<file path="config.mk">
export PLATFORM = sky130hd
export DESIGN_NAME = pls_ram
export DESIGN_NICKNAME = d
export VERILOG_FILES = /design/src/hdl/pls_ram.sv
export SDC_FILE = /design/constraint.sdc
export NUM_CORES = 2
export LEC_CHECK = 0
export BUFFER_PORTS_ARGS = -buffer_cell sky130_fd_sc_hd__buf_2
export CORE_MARGIN = 2
export CORE_UTILIZATION = 40
export CTS_CLUSTER_SIZE = 20
export DETAILED_ROUTE_END_ITERATION = 8
export PLACE_DENSITY_LB_ADDON = 0.3
export SYNTH_ARGS = -nofsm -noshare
export SYNTH_HDL_FRONTEND = slang
export SYNTH_SLANG_ARGS = --single-unit
</file>
<file path="constraint.sdc">
create_clock -name clk -period 7.4 [get_ports clk]
set_input_delay 0.74 -clock clk [delete_from_list [all_inputs] [get_ports clk]]
set_output_delay 0.74 -clock clk [all_outputs]
set_load 0.05 [all_outputs]
</file>
<file path="src/hdl/pls_ram.sv">
// ----------------------------------------------------------------------------
// pls_ram
// Generic simple dual-port RAM, one write and one registered read port.
// ----------------------------------------------------------------------------
`default_nettype none

module pls_ram #(
  parameter int WIDTH = 64,
  parameter int DEPTH = 64
) (
  input  wire logic                                        clk,
  input  wire logic                                        we,
  input  wire logic [(DEPTH > 1 ? $clog2(DEPTH) : 1)-1:0]  waddr,
  input  wire logic [WIDTH-1:0]                            wdata,
  input  wire logic                                        re,
  input  wire logic [(DEPTH > 1 ? $clog2(DEPTH) : 1)-1:0]  raddr,
  output logic      [WIDTH-1:0]                            rdata
);

  logic [WIDTH-1:0] mem [DEPTH];

  always_ff @(posedge clk) begin
    if (we) begin
      mem[waddr] <= wdata;
    end
    if (re) begin
      rdata <= mem[raddr];
    end
  end

endmodule

`default_nettype wire

</file>
## Word-level counts from Yosys, hierarchy flattened

Memories as Yosys holds them, arrays and structs flattened. A register that Yosys moved wholly into a read port is not among the register bits.
Cells that the tools add are included.

- Memories kept: 1
- Output and inout bits: 64
- Bits in writable memories: 4,096
- Register bits after elaboration: 0
- Input port bits: 79

- Mux-type cells: 2

Memory list:

| memory | words | width | read ports | clocked after Yosys merged registers in | write ports | line | source |
|---|---|---|---|---|---|---|---|
| mem | 64 | 64 | 1 | 1 | 1 | 20 | `logic [WIDTH-1:0] mem [DEPTH];` |

Operators by type and width:

| kind | count |
|---|---|
| 2-to-1 mux 1 bit | 2 |

## Logic depth before layout (Yosys ltp)

- Depth in word-level cells: 2
- Depth in mapped cells: 9
- Gate-level depth less buffers: 5

## Worst setup path after synthesis

OpenSTA, ideal clock, no wires.

- Kind: input-to-reg
- From: in waddr[3] (netlist bit)
- To: mem mem[48][0] (enable)
- Arrival time: 5.612 ns
- Cell stages on the path: 4
- Buffers on the path: 1
- Data required time: 6.836 ns
- Setup time: 0.564 ns
- Setup slack: 1.224 ns
- Cell sequence: clkbuf_1 -> nor2b_1 -> nand4b_1 -> nor3_1

RTL lines:

| what | line | source |
|---|---|---|
| start, declared | 13 | `input wire logic [(DEPTH > 1 ? $clog2(DEPTH) : 1)-1:0] waddr,` |
| end, declared | 20 |  |

Straight into the memory's write port.

==> results.py <==
metrics = {
    "run_status": {
        "status": "finished, final reports clean",
    },
    "synthesis": {
        "yosys-top-cells-area": "edfxtp_1 (80%), mux4_2 (15%), mux2i_1 (0.86%)",
        "yosysSeqAreaShare_pct": 79.6,
        "synth_cell_types": 32,
        "syn-cell-area_um2": 157000,
        "synth_fp_nets": 6677,
        "synth-seq-cells": 4160,
        "yosysWarnings": 0,
        "synth.avg_cell_area_um2": 23.8,
        "synth_cells": 6598,
        "synth_edf_count": 4160,
        "yosysMostFrequentCell": "edfxtp_1",
        "synth_top_area_share_pct": 79.6,
        "synth_top_area_cell": "edfxtp_1",
        "ys.flop_type": "edfxtp_1",
        "yosys-top-cells-count": "edfxtp_1 (4160), mux4_2 (1024), buf_2 (170)",
        "async_flop_share_pct": 0,
    },
    "global_routing": {
        "overflow": 0,
        "grt_pass1_vias": 76100,
        "grt_first_pass_wirelength_mm": 607,
        "track_usage_pct": 21.7,
        "antenna_found_initial": 38,
        "grt_max_degree": 122,
    },
    "floorplan": {
        "core-area_um2": 392000,
        "fp.dieW_um": 630,
        "die_h_um": 630,
        "die_area_um2": 397000,
        "initial_core_util_pct": 40.1,
        "io_pins": 143,
        "fp-row-count": 230,
    },
    "power": {
        "vdd_ir_drop_max_mv": 0.242,
        "p_leak_nw": 54.9,
        "cellPowerDensity_nw_per_um2": 276,
    },
    "setup_path": {
        "crit_required_ns": 8.02,
        "critPathArrivalTime_ns": 4.26,
        "reg2reg_from": "mem[10][32]$_DFFE_PP_",
        "rrSetupSlack_ns": 4.99,
        "timing.rr.end": "rdata[32]$_DFFE_PP_",
        "critPathMaxFanout": 110,
        "reg2reg_depth": 5,
        "crit_path_end_kind": "flip-flop",
        "worstSetupStartpoint": "raddr[2]",
        "startpoint_type": "primary input",
        "crit_type": "in2reg",
    },
    "sta": {
        "slew_viol_final": 0,
        "fin_crit_ns": 3.64,
        "grt_setup_unrepaired": "no",
        "skew_ns": 0.0486,
        "timing.final.crit_share_pct": 49.1,
        "finalSetupTns_ns": 0,
        "fmax_ghz": 0.275,
        "tightest_slew_ns": 1.35,
        "max-slew-margin-rel_pct": 9.69,
        "setup_viol": 0,
        "finalHoldViolCount": 0,
    },
    "min_path": {
        "worstHoldStart": "waddr[2]",
        "hp-class": "in2reg",
        "hold_end": "mem[54][28]$_DFFE_PP_",
        "min_path_cells": 3,
    },
    "clock_network": {
        "clock_sinks": 4160,
        "cts_made_buffers": 413,
        "insertion_delay_ns": 0.95,
        "cts-htree-levels": 5,
        "clkTransAtPathRegs_ns": 0.06,
        "cts_setup_buffers": 0,
        "cts_root_buffer": "clkbuf_16",
        "cts.hold.buffers_added": 0,
        "post_cts_resized": 0,
        "cts_tree": "yes",
        "cts.path.max_buffers": 4,
    },
    "placement": {
        "io_buffers": 142,
        "gp_congestion": 0.763,
        "dp.cells": 11800,
        "dp_hpwl_mm": 228,
    },
    "cells_and_area": {
        "drive_above_1_share_pct": 27.8,
        "fin_cells": 12600,
        "nNetsFinal": 7059,
        "syn2layout_area_growth_pct": 13.6,
    },
    "run": {
        "maxCapViolations": 0,
    },
    "routing": {
        "firstDrtPassIters": 5,
        "drt_iter0_drc": 9758,
        "ant_nets": 0,
        "wl_per_cell_um": 34.9,
        "drt-total-wl_mm": 438,
        "via_per_inst": 6.00,
        "vias": 75300,
        "drc": 0,
    },
}
==> layer usage <==
| metal | vias up | share of wire [%] | GRT usage (%) |
|---|---|---|---|
| met4 | 6 | 3.2 | 6.61 |
| met5 | - | 0.0066 | 0 |
| met1 | 41700 | 39 | 29.6 |
| met2 | 3634 | 50 | 36.4 |
| met3 | 648 | 7.7 | 3.13 |
| li1 | 29400 | - | - |
==> cell type report <==
class / count / area (um2)
antenna: 17 / 42.5
clock buffer: 512 / 10800
clock inverter: 248 / 2410
fill: 32100 / 213000
inverter: 19 / 71.3
multi-input combinational: 2049 / 30800
sequential: 4160 / 125000
tap: 5220 / 6530
timing repair buffer: 337 / 2710
==> placed cells by master, fill, tap and decap left out, types with 45 or more instances in the layout <==
| master | Yosys | routed |
|---|---|---|
| a22oi_1 | 168 | 168 |
| nand2_1 | 58 | 56 |
| nor2_1 | 112 | 47 |
| clkbuf_1 | 140 | 93 |
| clkinv_1 | 0 | 97 |
| edfxtp_1 | 4160 | 4160 |
| o22ai_1 | 83 | 83 |
| nor2_4 | 0 | 65 |
| a22o_1 | 88 | 88 |
| mux4_2 | 1024 | 1024 |
| clkbuf_16 | 0 | 419 |
| buf_4 | 34 | 156 |
| buf_2 | 170 | 138 |
| clkinv_2 | 0 | 73 |
| and3_1 | 64 | 64 |
| mux2i_1 | 135 | 135 |
| a211oi_1 | 63 | 63 |
| nand3_1 | 45 | 45 |
==> kinds of logic after synthesis <==
kind of cell    count (synthesis)  synth area share, %
flops                        4160                 79.6
mux                          1159                 15.6
compound gates                504                 2.47
buf+inv                       389                 1.18
simple gates                  386                 1.23
==> registers in the layout, indices dropped and copies added, names as in the netlist <==
| register | flops |
|---|---|
| mem | 4096 |
| rdata | 64 |
==> through the flow <==
stage	utilization [%]	setup WS [ns]	power [W]	hold WS (ns)	instance area, um2
floorplan	-	1.22	0.0280	0.839	157000
global placement	42.1	2.84	0.0290	0.890	165000
detailed placement	42.1	2.82	0.0291	0.892	165000
CTS	45.5	3.82	0.0495	0.432	178000
global route	45.5	3.71	0.0505	0.478	178000
finish	45.5	3.76	0.0492	0.500	178000
==> worst max-delay path by stage <==
stage	end
finish	rdata[1]$_DFFE_PP_
global route	rdata[1]$_DFFE_PP_
CTS	rdata[1]$_DFFE_PP_
detailed placement	rdata[1]$_DFFE_PP_
global placement	rdata[1]$_DFFE_PP_
floorplan	mem[48][0]$_DFFE_PP_
==> power by group <==
part	internal, W	switching, W
clock network	0.0118	0.00886
logic	0.000790	0.00148
registers	0.0262	0.000108
total	0.0388	0.0104
==> worst max-delay path: stages <==
cell	delay, ns
buf_8	0.45
buf_12	0.62
nor2b_4	0.31
buf_12	0.51
a22oi_1	0.14
and3_1	0.24
a211oi_1	0.84
No activity file was read; power rests on OpenSTA's default activity.
